### src/hff_pkg.sv
`timescale 1ns / 1ps
package hff_pkg;

	// Sizes of the model
	localparam int MAX_STATES     = 4;
	localparam int EXP_TABLE_BITS = 10;
	localparam int STATE_W        = $clog2(MAX_STATES);
	localparam int CNT_W          = $clog2(MAX_STATES + 1);
	localparam int TRANS_DEPTH    = MAX_STATES * MAX_STATES;
	localparam int TRANS_W        = $clog2(TRANS_DEPTH);
	localparam int DIV_W          = 32 + STATE_W;
	localparam int COST_W         = EXP_TABLE_BITS + 17;
	localparam int FIDX_W         = $clog2(EXP_TABLE_BITS);
	localparam int DIV_CNT_W      = 6;

	// log2(e)/2 in Q0.32
	localparam logic [31:0] HALF_LOG2E_Q32 = 32'd3098164009;

	// Configuration register
	localparam int          PADDR_W          = 3;
	localparam logic        REG_IDX_NUM      = 1'b0;
	localparam logic [2:0]  NUM_STATES_RESET = 3'd4;

	// Request codes
	localparam logic [1:0] REQ_OBS     = 2'd0;
	localparam logic [1:0] REQ_WRITE   = 2'd1;
	localparam logic [1:0] REQ_RESTART = 2'd2;

	// Table codes
	localparam logic [1:0] TBL_INIT  = 2'd0;
	localparam logic [1:0] TBL_TRANS = 2'd1;
	localparam logic [1:0] TBL_MEAN  = 2'd2;
	localparam logic [1:0] TBL_VAR   = 2'd3;

	typedef enum logic [1:0] {
		CMD_OBS,
		CMD_WRITE,
		CMD_RESTART
	} cmd_kind_t;

	typedef struct packed {
		cmd_kind_t          kind;
		logic [1:0]         table_select;
		logic [3:0]         entry_index;
		logic [31:0]        model_value;
		logic signed [31:0] observation;
	} cmd_t;

	typedef struct packed {
		logic [1:0]  state_index;
		logic [31:0] posterior;
		logic [1:0]  best_state;
		logic        used_uniform;
		logic        last;
	} result_t;

	typedef struct packed {
		logic             start;
		logic [DIV_W-1:0] hi;
		logic [31:0]      lo;
		logic [DIV_W-1:0] den;
	} div_req_t;

	typedef struct packed {
		logic        done;
		logic [31:0] quo;
	} div_rsp_t;

	typedef enum logic [4:0] {
		ST_IDLE,
		ST_CLOAD,
		ST_CSQ,
		ST_CDIV,
		ST_CWAIT,
		ST_CQK,
		ST_CNORM,
		ST_CSQR,
		ST_CCOST,
		ST_PSTART,
		ST_PMUL,
		ST_PACC,
		ST_ESETUP,
		ST_EXP,
		ST_EAPPLY,
		ST_UMUL,
		ST_UACC,
		ST_DSTART,
		ST_DWAIT,
		ST_EMIT
	} eng_state_t;

	typedef logic [31:0] exp_fac_t [EXP_TABLE_BITS];

	// Integer square root, bit by bit
	function automatic logic [63:0] isqrt64(input logic [63:0] x);
		logic [63:0] r;
		logic [63:0] b;
		logic [63:0] rem;
		r   = '0;
		b   = 64'd1 << 62;
		rem = x;
		for (int k = 0; k < 32; k++) begin
			if (rem >= r + b) begin
				rem = rem - (r + b);
				r   = (r >> 1) + b;
			end else begin
				r = r >> 1;
			end
			b = b >> 2;
		end
		return r;
	endfunction

	// Factors 2^(-2^-j) in Q0.32, j = 1 .. EXP_TABLE_BITS
	function automatic exp_fac_t exp_factors();
		exp_fac_t    f;
		logic [63:0] c;
		c = isqrt64(64'd1 << 63);
		for (int j = 0; j < EXP_TABLE_BITS; j++) begin
			f[j] = c[31:0];
			c    = isqrt64(c << 32);
		end
		return f;
	endfunction

	localparam exp_fac_t EXP_FAC = exp_factors();

endpackage

### src/hff_outq.sv
`timescale 1ns / 1ps
// Result queue between engine and output
module hff_outq (
	input  logic                clk,
	input  logic                arst_n,
	input  logic                wr_en,
	input  hff_pkg::result_t    wr_data,
	output logic                q_full,
	output logic                q_empty,
	input  logic                rd_en,
	output hff_pkg::result_t    rd_data
);

	hff_pkg::result_t                 mem_q [hff_pkg::MAX_STATES];
	logic [hff_pkg::STATE_W-1:0]      wr_ptr_q;
	logic [hff_pkg::STATE_W-1:0]      rd_ptr_q;
	logic [hff_pkg::CNT_W-1:0]        count_q;
	logic                             do_wr;
	logic                             do_rd;

	assign q_full  = count_q == hff_pkg::CNT_W'(hff_pkg::MAX_STATES);
	assign q_empty = count_q == '0;
	assign do_wr   = wr_en && !q_full;
	assign do_rd   = rd_en && !q_empty;
	assign rd_data = mem_q[rd_ptr_q];

	// Advance pointers, wrapping at the depth
	always_ff @(posedge clk or negedge arst_n) begin
		if (!arst_n) begin
			wr_ptr_q <= '0;
			rd_ptr_q <= '0;
			count_q  <= '0;
		end else begin
			if (do_wr) begin
				wr_ptr_q <= (int'(wr_ptr_q) == hff_pkg::MAX_STATES - 1) ? '0 : wr_ptr_q + 1'b1;
			end
			if (do_rd) begin
				rd_ptr_q <= (int'(rd_ptr_q) == hff_pkg::MAX_STATES - 1) ? '0 : rd_ptr_q + 1'b1;
			end
			count_q <= count_q + hff_pkg::CNT_W'(do_wr) - hff_pkg::CNT_W'(do_rd);
		end
	end

	always_ff @(posedge clk) begin
		if (do_wr) mem_q[wr_ptr_q] <= wr_data;
	end

endmodule

### config.mk
export PLATFORM = sky130hd
export DESIGN_NAME = hff_outq
export DESIGN_NICKNAME = d
export VERILOG_FILES = /design/src/hff_pkg.sv /design/src/hff_outq.sv
export SDC_FILE = /design/constraint.sdc
export NUM_CORES = 1
export LEC_CHECK = 0
export BUFFER_PORTS_ARGS = -buffer_cell sky130_fd_sc_hd__buf_2
export CORE_MARGIN = 2
export CORE_UTILIZATION = 55
export DETAILED_ROUTE_END_ITERATION = 10
export PLACE_DENSITY = 0.77
export SLEW_MARGIN = 20
export SYNTH_ARGS = -nofsm -noshare
export SYNTH_HDL_FRONTEND = slang
export SYNTH_SLANG_ARGS = --single-unit
export TNS_END_PERCENT = 5
### constraint.sdc
create_clock -name clk -period 3.4 [get_ports clk]
set_clock_uncertainty 0.05 [all_clocks]
set_input_delay 0.17 -clock clk [delete_from_list [all_inputs] [get_ports clk]]
set_output_delay 0.17 -clock clk [all_outputs]
set_load 0.02 [all_outputs]
### After elaboration in Yosys (flattened, before gate mapping)

Memory sizes are Yosys's and may differ from the RTL's.
Index checks and enable logic that the tools add are counted.

| storage, ports and cells | value |
|---|---|
| bits in registers | 7 |
| RAM bits | 152 |
| input port bits | 42 |
| output and inout port bits | 40 |
| memories | 1 |

| operators by class | value |
|---|---|
| add/sub/neg operators | 4 |
| equality and inequality tests | 3 |
| muxes and demuxes | 4 |
| reduce and logical (&&, ||, !) cells | 5 |

Memory list:

| memory | words | width | rd ports | clocked after memory_dff | write ports | RTL line | source |
|---|---|---|---|---|---|---|---|
| mem_q | 4 | 38 | 1 | 0 | 1 | hff_outq.sv:14 | `hff_pkg::result_t mem_q [hff_pkg::MAX_STATES];` |

Operators by type and width:

| operator | number |
|---|---|
| adder 2 x 1 -> 2 bit (second input constant) | 2 |
| == test 2 x 1 -> 1 bit (second input constant) | 2 |
| 2-to-1 mux 2 bit | 2 |
| adder 3 x 1 -> 3 bit | 1 |
| == test 3 bit (second input constant) | 1 |
| logical NOT 3 bit | 1 |
| subtractor 3 x 1 -> 3 bit | 1 |
| logical AND 1 bit | 2 |
| logical NOT 1 bit | 2 |
| 2-to-1 mux 1 bit | 2 |

### Longest topological paths before layout

| depth | value |
|---|---|
| depth after elaboration | 5 |
| gate-level depth with buffers | 9 |
| mapped depth without buffers | 9 |

### Worst setup path after synthesis

No wires, ideal clock.

| timing | value |
|---|---|
| path kind | reg2reg |
| start point | reg count_q[1] (netlist name) |
| end point | reg count_q[2] (netlist name) |
| library setup time | 0.123 ns |
| data arrival time | 2.321 ns |
| path slack | 0.906 ns |
| cell stages (with the launch flop) | 10 |
| path buffers | 0 |
| cell sequence | dfrtp_1 -> nor3_1 -> nand2b_1 -> inv_1 -> ha_1 -> inv_1 -> ha_1 -> fa_1 -> xnor2_1 -> xnor2_1 |

RTL lines:

| what | RTL line | source |
|---|---|---|
| start, declared | hff_outq.sv:17 | `logic [hff_pkg::CNT_W-1:0] count_q;` |
| start signal, assigned | hff_outq.sv:40 | `count_q <= count_q + hff_pkg::CNT_W'(do_wr) - hff_pkg::CNT_W'(do_rd);` |
| logical NOT 3 bit | hff_outq.sv:22 | `assign q_empty = count_q == '0;` |
| net q_empty | hff_outq.sv:9 | `output logic q_empty,` |
| logical NOT 1 bit | hff_outq.sv:24 | `assign do_rd = rd_en && !q_empty;` |
| logical AND 1 bit | hff_outq.sv:24 |  |
| net do_rd | hff_outq.sv:19 | `logic do_rd;` |
| subtractor 3 x 1 -> 3 bit | hff_outq.sv:40 |  |

The timed path passes the listed nets, and every way through them passes these cells.
A chain may end at the register's enable or synchronous reset.

==> impl_results.md <==
* Status: completed
* Layout cells sized above 1 at 42.7%
* Most frequent cell after synthesis: edfxtp_1
* Pwr Total at 6.69 mW
* Port Buffers at 81
* Static Leak at roughly 2.7 nW
* Slew @ Worst Pin at 0.963 ns
* CTS resizes at 0
* Core area at 0.0107 sq mm
* Share of the synthesized area in the top cell type at 76.4%
* Max-cap viol count at 0
* Routed len/inst at 19.5 um
* H-tree depth at 4
* Final net count at 428
* Worst Path Required at 3.18 ns
* Minimum clock period at 2.37 ns
* CTS sink cnt at 159
* Gr ovfl total at 0
* CTS clk-pin slew, worst paths at 0.06 ns
* Die ar. at 0.0117 sq mm
* Synth area leaders: edfxtp_1 76%, mux4_2 14%, dfrtp_1 2.9%
* Worst Hold Class: in2reg
* Leading cell types by count after synthesis: 152 x edfxtp_1, 38 x mux4_2, 7 x dfrtp_1, 7 x ha_1, 7 x inv_1
* Dpl cells at roughly 460
* Crit Reg-Reg Startpoint: count_q[1]
* Rel. slew slack at between 30 and 40%
* Synthesized area at 0.00598 sq mm
* GRT Total Usage at 19.7%
* Max Clk Rate at about 420 MHz
* Worst-path cell chain: buf_4 > mux4_2 > buf_2
* RSZ-0062 raised after global routing: no
* Footprint of the multi-input gates at 0.00110 sq mm
* Vias post-DR at between 2000 and 3000
* CTS Hold Bufs at 42
* Asr flop ratio synth at ~4.4%
* Distinct cells, synth at 20
* Post-CTS setup buffer count at 0
* Slowest stage delay, CP at 0.58 ns
* Cell taking the most area after synthesis: edfxtp_1
* CTS buffer count at 17
* Total Neg Setup Slack at 0 ns
* FF+latch count, synth at 159
* Initial DRC count at 150
* Critical Path AT at 2.15 ns
* Register area at 0.00474 sq mm
* Hold wc startpoint: wr_data[3]
* First-pass GRT wire length at about 16000 um
* Vias in the first global route at 3037
* Die X at 108 um
* Top Ports at 82
* Startpoint Class: register
* Largest net degree at the start of global routing at a little over 40
* Post-synth EDFFs at 152
* ANT cells at 0
* DRC violations left at 0
* Final Hold Fails at 0
* Worst-Skew Late Latency at 0.51 ns
* Initial cell density of the core at between 50% and 60%
* Max clock buf depth at 2
* Post-synthesis cell count at about 240
* Post-DRT Antenna Nets at 0
* Hpwl dp at 6040 um
* Critical path type: reg2out
* PwrDens at about 890 mW/mm^2
* Fin. max-slew vios at 0
* CP top delay family: buffers and inverters
* Syn nets at ~290
* Pre-CTS setup slack at about 1.2 ns
* Final GP Congestion at 0.711
* Max VDD drop at 0.000683 V
* RR Endpoint: count_q[2]
* Critical path's slowest cell: mux4_2
* CTS Root Buffer Type: clkbuf_8
* Worst Path Max Fanout at 21
* CTS tree: yes
* Top FF cell, synth: edfxtp_1
* Total wire length at 10400 um
* Hold_ws at 0.359 ns
* Worst reg-to-reg path cell count at 9
* Die Y at 108 um
* CP Capture Type: primary output
* Final std cells w/o fill at 531
* Hold EP: mem_q[0][3]
* Setup violations, final at 0
* Yosys warnings at 0
* Setup ws final at ~1.0 ns
* R2r setup slk at 1.21 ns
* Seq/Total Area, Yosys at about four fifths
* Fillers at about 670
* Vias/cell at 5.35
* Syn_area_per_cell at 25.1 sq um
* Initial antenna violation count at 0
* Buffers & Inverters on Critical Path at 2
* # rows at 38
* Iteration count of the initial detailed-routing pass at 5
* Area grow syn2layout at 26.4%
* Hold path cells at 2
* Final Cycle Share at about 70%
## per-stage QoR
stage | cell area, sq um | util, %
after floorplan | 5980 | -
after global placement | 6520 | 60.9
after detailed placement | 6520 | 60.9
after CTS | 7550 | 70.6
after global routing | 7550 | 70.6
final | 7550 | 70.6
## how the worst max path moves through the flow
stage | slack [ns] | depth (start not counted) | to | start
after floorplan | 0.91 | 9 | count_q[2] | count_q[1]
after global placement | 1.27 | 9 | count_q[2] | count_q[1]
after detailed placement | 1.21 | 9 | count_q[2] | count_q[2]
after CTS | 0.95 | 3 | rd_data[7] | rd_ptr_q[0]
after global routing | 0.86 | 3 | rd_data[7] | rd_ptr_q[0]
final | 1.03 | 3 | rd_data[7] | rd_ptr_q[0]
## cell usage in the layout (no fill, tap or decap), types with 3 or more instances in the layout
cell / netlist / final
inv_1: 7 / 7
buf_2: 3 / 81
buf_4: 1 / 6
ha_1: 7 / 7
bufinv_16: 0 / 4
clkinvlp_4: 0 / 5
edfxtp_1: 152 / 152
and2_2: 0 / 4
mux4_2: 38 / 38
clkbuf_16: 0 / 16
dlygate4sd3_1: 0 / 42
dfrtp_1: 7 / 5
mux2_2: 3 / 3
## sequential cells by signal, indices dropped and copies added, names as in the netlist
name,flops
mem_q,152
count_q,3
rd_ptr_q,2
wr_ptr_q,2
## per-layer routing
metal / wire length [um] / GRT usage, %
met2: 5400 / 32.5
met1: 4330 / 25.3
met4: 93 / 6.14
met5: 0 / 0
met3: 549 / 6.51
## power breakdown
part	switching [mW]	internal [mW]
registers	0.224	2.59
logic	1.08	0.872
clock network	0.714	1.21
total	2.02	4.67
## layout make-up
class                   count  area share, %
inverters                   7          0.348
flip-flops and latches    159           62.8
clock buffers              19           5.71
well taps                 140           2.32
repair buffers            130           11.8
clock inverters            13           2.48
multi-input cells          63           14.6
## kinds of logic after synthesis
| family | Yosys count | synth area share [%] |
|---|---|---|
| fa+ha+maj | 8 | 1.80 |
| simple gates | 11 | 1.26 |
| buf+inv | 16 | 2.35 |
| xor+xnor | 2 | 0.293 |
| mux | 41 | 14.9 |
| flops | 159 | 79.3 |
| compound gates | 1 | 0.105 |
(Power assumes the default switching activity.)
