**config.mk**
```make
export PLATFORM = sky130hd
export DESIGN_NAME = hff_front
export DESIGN_NICKNAME = d
export VERILOG_FILES = /design/src/hff_pkg.sv /design/src/hff_front.sv
export SDC_FILE = /design/constraint.sdc
export NUM_CORES = 1
export LEC_CHECK = 0
export BUFFER_PORTS_ARGS = -buffer_cell sky130_fd_sc_hd__buf_2
export CAP_MARGIN = 40
export CORE_MARGIN = 3
export CORE_UTILIZATION = 49
export CTS_BUF_LIST = sky130_fd_sc_hd__clkbuf_4 sky130_fd_sc_hd__clkbuf_8
export CTS_CLUSTER_DIAMETER = 80
export DETAILED_ROUTE_END_ITERATION = 7
export PLACE_DENSITY = 0.75
export SLEW_MARGIN = 10
export SYNTH_ARGS = -nofsm -noshare
export SYNTH_HDL_FRONTEND = slang
export SYNTH_SLANG_ARGS = --single-unit
export TNS_END_PERCENT = 100
```
**constraint.sdc**
```tcl
create_clock -name clk -period 4.8 [get_ports clk]
set_input_delay 0.48 -clock clk [delete_from_list [all_inputs] [get_ports clk]]
set_output_delay 0.48 -clock clk [all_outputs]
set_load 0.01 [all_outputs]
```
**src/hff_pkg.sv**
```systemverilog
`timescale 1ns / 1ps
package hff_pkg;

	// Sizes of the model
	localparam int MAX_STATES     = 4;
	localparam int EXP_TABLE_BITS = 10;
	localparam int STATE_W        = $clog2(MAX_STATES);
	localparam int CNT_W          = $clog2(MAX_STATES + 1);
	localparam int TRANS_DEPTH    = MAX_STATES * MAX_STATES;
	localparam int TRANS_W        = $clog2(TRANS_DEPTH);
	localparam int DIV_W          = 32 + STATE_W;
	localparam int COST_W         = EXP_TABLE_BITS + 17;
	localparam int FIDX_W         = $clog2(EXP_TABLE_BITS);
	localparam int DIV_CNT_W      = 6;

	// log2(e)/2 in Q0.32
	localparam logic [31:0] HALF_LOG2E_Q32 = 32'd3098164009;

	// Configuration register
	localparam int          PADDR_W          = 3;
	localparam logic        REG_IDX_NUM      = 1'b0;
	localparam logic [2:0]  NUM_STATES_RESET = 3'd4;

	// Request codes
	localparam logic [1:0] REQ_OBS     = 2'd0;
	localparam logic [1:0] REQ_WRITE   = 2'd1;
	localparam logic [1:0] REQ_RESTART = 2'd2;

	// Table codes
	localparam logic [1:0] TBL_INIT  = 2'd0;
	localparam logic [1:0] TBL_TRANS = 2'd1;
	localparam logic [1:0] TBL_MEAN  = 2'd2;
	localparam logic [1:0] TBL_VAR   = 2'd3;

	typedef enum logic [1:0] {
		CMD_OBS,
		CMD_WRITE,
		CMD_RESTART
	} cmd_kind_t;

	typedef struct packed {
		cmd_kind_t          kind;
		logic [1:0]         table_select;
		logic [3:0]         entry_index;
		logic [31:0]        model_value;
		logic signed [31:0] observation;
	} cmd_t;

	typedef struct packed {
		logic [1:0]  state_index;
		logic [31:0] posterior;
		logic [1:0]  best_state;
		logic        used_uniform;
		logic        last;
	} result_t;

	typedef struct packed {
		logic             start;
		logic [DIV_W-1:0] hi;
		logic [31:0]      lo;
		logic [DIV_W-1:0] den;
	} div_req_t;

	typedef struct packed {
		logic        done;
		logic [31:0] quo;
	} div_rsp_t;

	typedef enum logic [4:0] {
		ST_IDLE,
		ST_CLOAD,
		ST_CSQ,
		ST_CDIV,
		ST_CWAIT,
		ST_CQK,
		ST_CNORM,
		ST_CSQR,
		ST_CCOST,
		ST_PSTART,
		ST_PMUL,
		ST_PACC,
		ST_ESETUP,
		ST_EXP,
		ST_EAPPLY,
		ST_UMUL,
		ST_UACC,
		ST_DSTART,
		ST_DWAIT,
		ST_EMIT
	} eng_state_t;

	typedef logic [31:0] exp_fac_t [EXP_TABLE_BITS];

	// Integer square root, bit by bit
	function automatic logic [63:0] isqrt64(input logic [63:0] x);
		logic [63:0] r;
		logic [63:0] b;
		logic [63:0] rem;
		r   = '0;
		b   = 64'd1 << 62;
		rem = x;
		for (int k = 0; k < 32; k++) begin
			if (rem >= r + b) begin
				rem = rem - (r + b);
				r   = (r >> 1) + b;
			end else begin
				r = r >> 1;
			end
			b = b >> 2;
		end
		return r;
	endfunction

	// Factors 2^(-2^-j) in Q0.32, j = 1 .. EXP_TABLE_BITS
	function automatic exp_fac_t exp_factors();
		exp_fac_t    f;
		logic [63:0] c;
		c = isqrt64(64'd1 << 63);
		for (int j = 0; j < EXP_TABLE_BITS; j++) begin
			f[j] = c[31:0];
			c    = isqrt64(c << 32);
		end
		return f;
	endfunction

	localparam exp_fac_t EXP_FAC = exp_factors();

endpackage

```
**src/hff_front.sv**
```systemverilog
`timescale 1ns / 1ps
// Front: take items, sort them by kind, queue them for the engine
module hff_front (
	input  logic               clk,
	input  logic               arst_n,
	input  logic               push,
	output logic               full,
	input  logic [1:0]         req_type,
	input  logic [1:0]         table_select,
	input  logic [3:0]         entry_index,
	input  logic [31:0]        model_value,
	input  logic signed [31:0] observation,
	output logic               cmd_valid,
	output hff_pkg::cmd_t      cmd,
	input  logic               cmd_pop
);

	hff_pkg::cmd_t slot_q [2];
	logic          wr_ptr_q;
	logic          rd_ptr_q;
	logic [1:0]    count_q;
	logic          keep;
	logic          enq;
	logic          deq;
	hff_pkg::cmd_t cls;

	// Classify
	always_comb begin
		cls.table_select = table_select;
		cls.entry_index  = entry_index;
		cls.model_value  = model_value;
		cls.observation  = observation;
		keep             = 1'b1;
		cls.kind         = hff_pkg::CMD_OBS;
		unique case (req_type)
			hff_pkg::REQ_OBS:     cls.kind = hff_pkg::CMD_OBS;
			hff_pkg::REQ_WRITE:   cls.kind = hff_pkg::CMD_WRITE;
			hff_pkg::REQ_RESTART: cls.kind = hff_pkg::CMD_RESTART;
			default:              keep     = 1'b0;
		endcase
	end

	assign full      = count_q == 2'd2;
	assign enq       = push && !full && keep;
	assign deq       = cmd_pop && count_q != 2'd0;
	assign cmd_valid = count_q != 2'd0;
	assign cmd       = slot_q[rd_ptr_q];

	// Advance pointers
	always_ff @(posedge clk or negedge arst_n) begin
		if (!arst_n) begin
			wr_ptr_q <= 1'b0;
			rd_ptr_q <= 1'b0;
			count_q  <= '0;
		end else begin
			if (enq) wr_ptr_q <= ~wr_ptr_q;
			if (deq) rd_ptr_q <= ~rd_ptr_q;
			count_q <= count_q + {1'b0, enq} - {1'b0, deq};
		end
	end

	// Hold payload
	always_ff @(posedge clk) begin
		if (enq) slot_q[wr_ptr_q] <= cls;
	end

endmodule

```
* After elaboration in Yosys (flattened, before gate mapping) *
Memories as Yosys holds them, arrays and structs flattened.
Index checks and enable logic that the tools add are counted.
Widths: inputs -> output; s select.

cells by class
  multiplexer cells = 4
  add/sub/neg operators = 2
  bitwise gates (word level) = 2
  equal/unequal tests = 3
  multipliers = 0
  reductions and logical operators = 7
  shift operators = 0
  magnitude comparators = 0
  divide/modulo/power cells = 0

operators with widths
  cell                count
  $eq 2x2->1 const B  2
  $pmux 2 s2          1
  $logic_and 1x1->1   3
  $mux 1              3
  $reduce_or 3->1     1
  $add 2x1->2         1
  $eq 2x1->1 const B  1
  $logic_not 2->1     1
  $not 1->1           2
  $reduce_bool 2->1   1
  $sub 2x1->2         1
  $logic_not 1->1     1

word-level totals
  RAM bits = 144
  logic and storage cells = 22
  output and inout bits = 74
  memories = 1
  flip-flop bits (word level) = 4
  input port bits = 76
  bits in read-only memories = 0
  latch bits = 0

memory list
  memory  depth  bits a word  read ports  clocked after Yosys merged registers in  write ports  RTL line         source
  slot_q  2      72           1           0                                        1            hff_front.sv:18  hff_pkg::cmd_t slot_q [2];

* Longest topological paths before layout *
Gate-level depths: netlist of run 1.

  depth after elaboration = 6
  gate-level depth with buffers = 7
  depth with buffers taken out = 7

* Worst setup path after synthesis of run 1 *
No wires, ideal clock.

  path kind = register to register
  start = register count_q[1]
  end = memory slot_q[0][0] in the netlist's numbering (enable)
  clock period less this slack = 4,275 ps
  arrival = 3,772 ps
  buffers on the path = 0
  setup time = 502 ps
  cell stages (with the launch flop) = 4
  setup slack = 525 ps
  required time = 4,298 ps
  cell sequence = dfrtp_1 and2b_1 nand3b_4 nor2_1

between the ends
  cells in the longest elaborated chain, start to end = 6

ends and longest elaborated chain
  what                            RTL line         source
  start: declaration              hff_front.sv:21  logic [1:0] count_q;
  start signal: assignment        hff_front.sv:58  count_q <= count_q + {1'b0, enq} - {1'b0, deq};
  $eq 2x2->1                      hff_front.sv:43  assign full = count_q == 2'd2;
  via full                        hff_front.sv:7   output logic full,
  $logic_not 1->1                 hff_front.sv:44  assign enq = push && !full && keep;
  $logic_and 1x1->1 (2 in a row)  hff_front.sv:44
  $mux 1                          hff_front.sv:64  if (enq) slot_q[wr_ptr_q] <= cls;
  $mux 1 (implied by the code)    hff_front.sv:64
  end: declaration                hff_front.sv:18

The timed path passes the listed nets, and every way through them passes these cells.

==> metrics.md, run 1 <==
| Metric | Value |
|---|---|
| Slew headroom | `71.0%` |
| Clock root buffer | `clkbuf_8` |
| Peak Freq | `0.363 GHz` |
| First-pass GRT wire length | `14,300 µm` |
| WL/cell | `16.4 µm` |
| Power share of the clock group | `22.6%` |
| Final Slew Violations | `0` |
| Maximum buffer depth of the clock tree | `2` |
| CP Class | `register to primary output` |
| Starting Density | `50.4%` |
| Antenna Violating Nets Remaining | `0` |
| Most common cell after layout, fill and taps aside | `buf_2` |
| Largest net degree at the start of global routing | `39` |
| Yosys cell types | `17` |
| Max-Cap Viols | `0` |
| Via/cell ratio | `4.82` |
| Die width | `115 µm` |
| Fin Hold WS | `0.250 ns` |
| Num CTS Buffers | `17` |
| Sw Ratio | `28.5%` |
| Synth Instances | `245` |
| TritonRoute pass-1 iters | `4` |
| Port Buffer Count | `149` |
| FP Rows | `39` |
| Comb power frac | `32.3%` |
| Clock Pin Slew Worst Setup and Hold Paths | `0.08 ns` |
| Most frequent cells in the layout | `149 x buf_2, 144 x edfxtp_1, 69 x mux2_4, 17 x clkbuf_8` |
| Post-route DRC | `0` |
| Full die area | `13,100 µm²` |
| Core Area | `11,500 µm²` |
| RSZ-0062 raised after global routing | `no` |
| Nets@finish | `490` |
| Fill count | `823` |
| Initial antenna violation count | `1` |
| Final period util | `57.4%` |
| GR Util All Layers | `14.5%` |
| Die Height | `115 µm` |
| Skew-Pair Late Insertion Delay | `0.41 ns` |
| Grt ovf | `0` |
| Final min period | `2.76 ns` |
| Yosys reg bits | `148` |
| Synthesized area | `5780 µm²` |
| Status | `finished clean` |
| Final hold violation count | `0` |
| RD Place Congestion | `0.720` |
| Internal power | `2.86 mW` |
| Ant diodes | `0` |
| CTS tree | `built` |
| Share of cells above drive strength 1 | `61.6%` |
| Leakage | `2.85 nW` |
| Total of warnings raised by yosys | `0` |
| WL final | `9310 µm` |
| Worst setup EP type | `primary output` |
| Register share of total power | `45.1%` |
| Worst-Margin Slew | `0.435 ns` |
| Area grow syn2layout | `22.4%` |
| Worst Path Max Fanout | `38` |
| Io pins | `150` |
| DR vias | `2,732` |
| Req. time, crit path | `4.32 ns` |
| H-tree depth | `4` |
| Fin Setup TNS | `0 ns` |
| Endpoints failing setup | `0` |
| PwrDens | `566 nW/µm²` |
| Startpoint class of the critical path | `register` |
| Register area share after synthesis | `76.6%` |
| Vias in the first global route | `2,876` |
| Peak VDD IR | `406 µV` |
| Hold Path Class | `input pin to register` |
| Clk_skew | `0.00963 ns` |
| CTS Sinks | `148` |
| Switching power | `1.14 mW` |
| Setup Fix Bufs, Post-CTS | `0` |
| Synth Net Count | `323` |
| Post-DP HPWL | `6440 µm` |
| Mean Syn Cell Area | `23.6 µm²` |
| Post-CTS Resized | `0` |
| CP arrival | `2.28 ns` |
| 1st-iter DRT viols | `116` |
[cell type report]
| type | count | area (µm²) | area share, % |
|---|---|---|---|
| repair buffers | 156 | 871 | 12.3 |
| flip-flops and latches | 148 | 4430 | 62.6 |
| clock buffers | 18 | 241 | 3.41 |
| multi-input cells | 87 | 1210 | 17.1 |
| well taps | 143 | 179 | 2.53 |
| inverters | 2 | 7.51 | 0.106 |
| clock inverters | 13 | 134 | 1.89 |
[metrics by stage]
stage	area [µm²]	total power, mW	std cells	util [%]	setup slack (ns)
global route	7070	4.22	567	61.7	1.89
detailed placement	6690	3.16	535	58.3	2.46
floorplan	5780	2.82	245	-	0.525
global placement	6620	3.09	532	57.7	2.27
CTS	7070	4.06	567	61.7	1.98
finish	7070	4.00	567	61.7	2.04
[repair_timing]
action                     in CTS  in global routing
hold buffers                    1                  0
setup endpoints to repair       0                  0
hold endpoints to repair        4                  0
[registers in the layout, summed over array words and instances, names as in the netlist]
name and cells:
count_q 2, slot_q 144, rd_ptr_q 1, wr_ptr_q 1
[worst max-delay path, stage by stage, from the launching register on]
cell and delay [ns]:
dfrtp_4 0.71, buf_16 0.32, buf_4 0.34, mux2_4 0.33, buf_2 0.14
[routing by layer]
| layer | vias to the layer above | share of wire [%] | track usage [%] |
|---|---|---|---|
| met5 | - | 0.14 | 0 |
| met2 | 93 | 51 | 24.3 |
| met4 | 2 | 0.82 | 5.70 |
| li1 | 1293 | - | - |
| met3 | 8 | 7.1 | 5.39 |
| met1 | 1336 | 40 | 17.0 |
[synthesized netlist by cell type]
library cell	number	area share, %
edfxtp_1	144	75
mux2_4	69	18
buf_12	7	2.4
dfrtp_1	4	1.7
mux2_2	3	0.58
xnor2_1	3	0.45
ha_1	2	0.43
inv_1	2	0.13
nor2_1	2	0.13
nor2b_1	2	0.22
and2_4	1	0.15
and2b_1	1	0.13
buf_6	1	0.19
nand2_1	1	0.065
nand3b_4	1	0.35
or2_1	1	0.11
xor2_1	1	0.15
[power groups by stage]
stage                     logic [mW]  registers (mW)  clock network, mW
after global routing            1.39            1.83              0.996
after floorplan                 1.03            1.79                  0
after global placement          1.18            1.91                  0
after detailed placement        1.32            1.84                  0
after CTS                       1.32            1.81              0.930
final                           1.29            1.80              0.903
[cell families (layout without fill, tap and decap cells)]
| group | after synthesis | after routing | synth area share, % |
|---|---|---|---|
| DFF | 148 | 148 | 76.6 |
| muxes | 72 | 72 | 18.5 |
| buffers and inverters | 10 | 189 | 2.75 |
| and+or+nand+nor | 9 | 9 | 1.15 |
| xor gates and xnor gates | 4 | 4 | 0.606 |
| adders and majority gates | 2 | 2 | 0.433 |
[worst paths after layout]
| kind | start | endpoint | slack (ns) | cells after the start |
|---|---|---|---|---|
| worst max-delay path | rd_ptr_q | cmd[4] | 2.04 | 4 |
| worst min-delay path | model_value[29] | slot_q[1][61] | 0.25 | 1 |
| worst max register to register | count_q[1] | count_q[1] | 3.04 | 7 |
| worst min register to register | count_q[1] | count_q[1] | 0.51 | 1 |
| max in group asynchronous | arst_n | rd_ptr_q | 4.27 | 2 |
| min in group asynchronous | arst_n | count_q[0] | 0.40 | 2 |
Note: power is estimated with default switching activity, not from simulation.
==> run 2, diff against run 1 <==
ABC_AREA = 1   (was not set)
clock period = 2.7 ns   (was 4.8 ns; I/O delays follow)
==> metrics.md, run 2 <==
| Metric | Value |
|---|---|
| Status | `finished clean` |
| Nets@finish | `677 (+38%)` |
| Clk_skew | `0.00731 ns (-0.00232 ns)` |
| Final Slew Violations | `0 (unchanged)` |
| Most common cell after layout, fill and taps aside | `nand2_1` |
| WL final | `10,600 µm (+13%)` |
| Cell with the most instances after synthesis | `nand2_1` |
| Starting Density | `50.4% (about the same)` |
| Via/cell ratio | `4.71 (-2.3%)` |
| Peak Freq | `0.477 GHz` |
| Post-route insts no fill | `751 (+32%)` |
| Fin Hold WS | `0.0349 ns (-0.216 ns)` |
| Grt ovf | `0 (unchanged)` |
| Yosys reg bits | `148 (unchanged)` |
| Setup Fix Bufs, Post-CTS | `0 (unchanged)` |
| Maximum buffer depth of the clock tree | `2 (unchanged)` |
| Worst setup EP type | `primary output` |
| Family with the most delay on the worst path | `buffers and inverters` |
| Leakage | `3.06 nW (+7.5%)` |
| First-pass GRT wire length | `16,100 µm (+13%)` |
| Die Height | `112 µm (-2.2%)` |
| Final min period | `2.10 ns` |
| Cell count along the critical path | `5 (+1)` |
| Peak VDD IR | `481 µV (+19%)` |
| Die width | `112 µm (-2.2%)` |
| Slew headroom | `48.2% (-23 points)` |
| Hold buffer count at CTS | `1 (unchanged)` |
| GR Util All Layers | `16.7% (+2.2 points)` |
| Final period util | `77.7%` |
| DR vias | `3,536 (+29%)` |
| PwrDens | `980 nW/µm² (+73%)` |
| Post-route DRC | `0 (unchanged)` |
| Asr flop ratio synth | `2.70% (unchanged)` |
| Area of the multi-input gates | `925 µm² (-24%)` |
| TritonRoute pass-1 iters | `5 (+1)` |
| Setup WS post-layout | `0.603 ns (-1.44 ns)` |
| Worst-Margin Slew | `0.777 ns (+0.342 ns)` |
| EDFF count, synth | `144 (unchanged)` |
| Io pins | `150 (unchanged)` |
| Commonest cells in the netlist | `229 x nand2_1, 144 x edfxtp_1, 11 x inv_1` |
| Core Area | `10,900 µm² (-4.6%)` |
| Fill count | `832 (+1.1%)` |
| Startpoint class of the critical path | `register` |
| Leading area contributor after synthesis | `edfxtp_1` |
| Clock root buffer | `clkbuf_8` |
| Most area-consuming cells after synthesis | `edfxtp_1 78%, nand2_1 16%, dfrtp_1 1.8%` |
| Slowest-stage cell, CP | `dfrtp_2` |
| Share of cells above drive strength 1 | `30.1% (-31 points)` |
| Largest net degree at the start of global routing | `74 (+90%)` |
| Synth Net Count | `491 (+52%)` |
| CP Class | `register to primary output` |
| Yosys top cell area share | `78.4% (+3.6 points)` |
| Post-CTS Resized | `0 (unchanged)` |
| Full die area | `12,600 µm² (-4.4%)` |
| Total of warnings raised by yosys | `0 (unchanged)` |
| Yosys cell types | `12 (-5)` |
| Fin Setup TNS | `0 ns (unchanged)` |
| Endpoints failing setup | `0 (unchanged)` |
| Post-DP HPWL | `6520 µm (+1.3%)` |
| Setup slack after placement | `1.00 ns (-1.45 ns)` |
| Top Registers | `slot_q x144, count_q x2` |
| Req. time, crit path | `2.43 ns (-1.89 ns)` |
| Placed cell count | `693 (+30%)` |
| Clock Pin Slew Worst Setup and Hold Paths | `0.08 ns (about the same)` |
| HP Start | `observation[19]` |
| Max reg flops | `144 (unchanged)` |
| 1st-iter DRT viols | `194 (+67%)` |
| Synth Instances | `413 (+69%)` |
| Worst Path Max Fanout | `28 (-26%)` |
| Skew-Pair Late Insertion Delay | `0.42 ns (about the same)` |
| Num CTS Buffers | `17 (unchanged)` |
| RD Place Congestion | `0.740 (+2.7%)` |
| WL/cell | `14.1 µm (-14%)` |
| FF-to-FF path depth | `5 (-2)` |
| Register area | `4430 µm² (about the same)` |
| CTS Sinks | `148 (unchanged)` |
| Largest stage delay, worst path | `0.41 ns (-0.30 ns)` |
| CP startpoint | `rd_ptr_q` |
| Area grow syn2layout | `27.2%` |
| CP Cell Sequence | `inv_2 -> buf_4 -> nand2_1 -> nand2_1 -> buf_2` |
| CP arrival | `1.83 ns (-0.45 ns)` |
| Hold Path Cell Cnt | `1 (unchanged)` |
| Largest reg by FF count | `slot_q` |
| FP Rows | `38 (-2.6%)` |
| RSZ-0062 raised after global routing | `no` |
| H-tree depth | `4 (unchanged)` |
| Port Buffer Count | `149 (unchanged)` |
| Mean Syn Cell Area | `13.4 µm² (-43%)` |
| Initial antenna violation count | `0 (-1)` |
| Antenna Violating Nets Remaining | `0 (unchanged)` |
| Synthesized area | `5510 µm² (-4.6%)` |
| Hold Path Class | `input pin to register` |
| Register area share after synthesis | `80.2% (+3.7 points)` |
| Max-Cap Viols | `0 (unchanged)` |
| Worst r2r src | `count_q[0]` |
| Crit path buf inv count | `3 (unchanged)` |
| Ant diodes | `0 (unchanged)` |
| Vias in the first global route | `3,372 (+17%)` |
| Critical Path Most Common Cell | `nand2_1` |
| Most used DFF post-synth | `edfxtp_1` |
| Final hold violation count | `0 (unchanged)` |
| Most frequent cells in the layout | `229 x nand2_1, 149 x buf_2, 144 x edfxtp_1, 27 x dlygate4sd3_1, 17 x clkbuf_8` |
| CTS tree | `built` |
## run 2: cell count changes after synthesis, moves of 6 or more
cell and delta:
nand2_1 +228, mux2_4 -69, inv_1 +9, buf_12 -7, buf_6 +7, buf_2 +6
## run 2: final timing paths
kind	slack, ns	endpoint
max in group asynchronous	2.39	rd_ptr_q
setup reg to reg	1.02	slot_q[1][44]
setup / recovery	0.60	cmd[15]
hold / removal	0.03	slot_q[1][19]
min in group asynchronous	0.18	rd_ptr_q
hold reg to reg	0.49	wr_ptr_q
## run 2: logic make-up after synthesis
logic type / Yosys count / share of synthesized area [%]
simple gates: 236 / 16.2
buf+inv: 27 / 3.13
fa+ha+maj: 2 / 0.454
flops: 148 / 80.2
## run 2: cell type report
| class | instances | share of cell area [%] |
|---|---|---|
| Clock inverter | 13 | 1.68 |
| Clock buffer | 18 | 3.44 |
| Multi-Input combinational cell | 238 | 13.2 |
| Sequential cell | 148 | 63.1 |
| Tap cell | 140 | 2.50 |
| Timing Repair Buffer | 182 | 15.5 |
| Inverter | 12 | 0.642 |
## run 2: per-layer routing
layer / vias to the layer above / global-route usage [%] / share of wire, %
met5: - / 0 / 0
met4: 0 / 5.77 / 1.9
met3: 16 / 6.68 / 6.9
met2: 128 / 27.7 / 50
met1: 1638 / 20.1 / 41
li1: 1754 / - / -
## run 2: per-stage QoR
stage | utilization, % | cell area [µm²] | power (mW)
2_1_floorplan | - | 5520 | 4.55
3_3_place_gp | 58.4 | 6390 | 5.33
3_5_place_dp | 58.4 | 6390 | 5.40
4_1_cts | 61.8 | 6760 | 6.94
5_1_grt | 64.2 | 7020 | 7.35
6_report | 64.2 | 7020 | 6.87
## run 2: report_power, final
part / internal, mW / switching [mW]
Combinational: 0.765 / 1.46
Sequential: 3.00 / 0.0960
Clock: 0.803 / 0.746
Total: 4.57 / 2.30
==> run 3, diff against run 2 <==
ABC_AREA = 0   (was 1)
clock period = 2 ns   (was 2.7 ns; I/O delays follow)
==> metrics.md, run 3 (synthesis gave the netlist of run 1 again) <==
| Metric | Value |
|---|---|
| Status | `finished clean` |
| RD Place Congestion | `0.660 (-11%)` |
| Fin Setup TNS | `0 ns (unchanged)` |
| CP arrival | `1.70 ns (-0.13 ns)` |
| Core Area | `11,500 µm² (+4.9%)` |
| Die Height | `115 µm (+2.2%)` |
| CTS Sinks | `148 (unchanged)` |
| Peak VDD IR | `804 µV (+67%)` |
| DR vias | `3,029 (-14%)` |
| Post-layout util | `68.3% (+4.2 points)` |
| First-pass GRT wire length | `15,800 µm (-2.0%)` |
| Skew-Pair Late Insertion Delay | `0.44 ns (+0.02 ns)` |
| Max-Cap Viols | `0 (unchanged)` |
| Req. time, crit path | `1.80 ns (-0.63 ns)` |
| Die width | `115 µm (+2.2%)` |
| Full die area | `13,100 µm² (+4.5%)` |
| Clk_skew | `0.00807 ns (+0.000766 ns)` |
| Ant diodes | `0 (unchanged)` |
| Initial antenna violation count | `0 (unchanged)` |
| Via/cell ratio | `4.74 (+0.68%)` |
| Grt ovf | `0 (unchanged)` |
| Final Slew Violations | `0 (unchanged)` |
| Clock root buffer | `clkbuf_8` |
| Clock Pin Slew Worst Setup and Hold Paths | `0.07 ns (about the same)` |
| Worst reg2reg setup slack | `0.27 ns (-0.75 ns)` |
| Num CTS Buffers | `17 (unchanged)` |
| Max reg flops | `144 (unchanged)` |
| Power, Total | `9.99 mW (+45%)` |
| Slew headroom | `79.8% (+32 points)` |
| WL/cell | `16.4 µm (+17%)` |
| Final period util | `94.9%` |
| Port Buffer Count | `149 (unchanged)` |
| Area grow syn2layout | `35.5%` |
| FP Rows | `39 (+2.6%)` |
| Hold Path Class | `input pin to register` |
| Peak Freq | `0.527 GHz` |
| RSZ-0062 raised after global routing | `no` |
| TritonRoute pass-1 iters | `4 (-1)` |
| Placed Area | `6680 µm² (+4.6%)` |
| Worst Path Max Fanout | `28 (unchanged)` |
| H-tree depth | `4 (unchanged)` |
| Most common cell after layout, fill and taps aside | `buf_2` |
| Antenna Violating Nets Remaining | `0 (unchanged)` |
| 1st-iter DRT viols | `83 (-57%)` |
| Post-route DRC | `0 (unchanged)` |
| Endpoints failing setup | `0 (unchanged)` |
| Most frequent cells in the layout | `149 x buf_2, 144 x edfxtp_1, 71 x dlygate4sd3_1, 69 x mux2_4, 17 x clkbuf_8` |
| Maximum buffer depth of the clock tree | `2 (unchanged)` |
| Largest net degree at the start of global routing | `57 (-23%)` |
| Worst setup EP type | `primary output` |
| Starting Density | `50.4% (about the same)` |
| Worst-Margin Slew | `0.302 ns (-0.474 ns)` |
| Share of cells above drive strength 1 | `52.0% (+22 points)` |
| Nets@finish | `561 (-17%)` |
| Final hold violation count | `0 (unchanged)` |
| Vias in the first global route | `3,267 (-3.1%)` |
| Post-DP HPWL | `6360 µm (-2.4%)` |
| Io pins | `150 (unchanged)` |
| Leakage | `3.17 nW (+3.6%)` |
| Top Registers | `slot_q x144, count_q x2` |
| Fin Hold WS | `0.0727 ns (+0.0378 ns)` |
| Startpoint class of the critical path | `register` |
| Final non-filler cell area | `7830 µm² (+12%)` |
| CP Class | `register to primary output` |
| WL final | `10,500 µm (-0.61%)` |
| Largest reg by FF count | `slot_q` |
| Final min period | `1.90 ns` |
| CTS tree | `built` |
| GR Util All Layers | `16.3% (-0.47 points)` |
| Setup Fix Bufs, Post-CTS | `0 (unchanged)` |
| PwrDens | `1280 nW/µm² (+30%)` |
run 3: changes by cell type in the layout (fill, tap and decap cells not counted), moves of 3 or more:
cell,before,now
nand2_1,229,1
mux2_4,0,69
dlygate4sd3_1,27,71
inv_1,10,2
buf_4,4,0
mux2_2,0,3
nand3_1,3,0
xnor2_1,0,3
run 3: worst max-delay path, cell delays in order (launching register included):
cell	delay [ns]
dfrtp_4	0.53
clkbuf_16	0.24
mux2_4	0.32
buf_2	0.14
run 3: final timing paths:
path	start	cells past startpoint	end
worst min register to register	count_q[1]	1	count_q[1]
worst min-delay path	cmd_pop	3	rd_ptr_q
worst max register to register	count_q[1]	7	count_q[1]
min in group asynchronous	arst_n	2	count_q[1]
max in group asynchronous	arst_n	2	rd_ptr_q
worst max-delay path	rd_ptr_q	3	cmd[56]
run 3: cell type report:
| cell class | count | area, µm² |
|---|---|---|
| Multi-Input combinational cell | 87 | 1210 |
| Clock inverter | 14 | 166 |
| Clock buffer | 18 | 241 |
| Timing Repair Buffer | 227 | 1600 |
| Inverter | 2 | 7.51 |
| Tap cell | 143 | 179 |
| Fill cell | 740 | 3630 |
| Sequential cell | 148 | 4430 |
run 3: what timing repair did:
action	4_1_cts	5_1_grt
hold buffers	71	0
resized for setup	1	1
setup endpoints to repair	3	49
cloned	0	1
hold endpoints to repair	144	0
run 3: through the flow:
| stage | instances | setup slack, ns |
|---|---|---|
| final | 639 | 0.102 |
| after global routing | 639 | 0.0324 |
| after CTS | 638 | -0.0124 |
| after detailed placement | 535 | 0.269 |
| after global placement | 535 | 0.379 |
| after floorplan | 245 | -0.274 |
run 3: power breakdown:
part / switching (mW) / total (mW) / internal [mW]
sequential: 0.173 / 4.24 / 4.07
combinational: 1.59 / 3.42 / 1.83
clock: 1.00 / 2.34 / 1.34
run 3: layer usage:
metal / share of wire [%] / track usage, % / vias up
met3: 5.7 / 5.66 / 18
met4: 2.3 / 7.84 / 0
met5: 0 / 0 / -
li1: - / - / 1440
met2: 52 / 27.7 / 105
met1: 40 / 18.2 / 1466
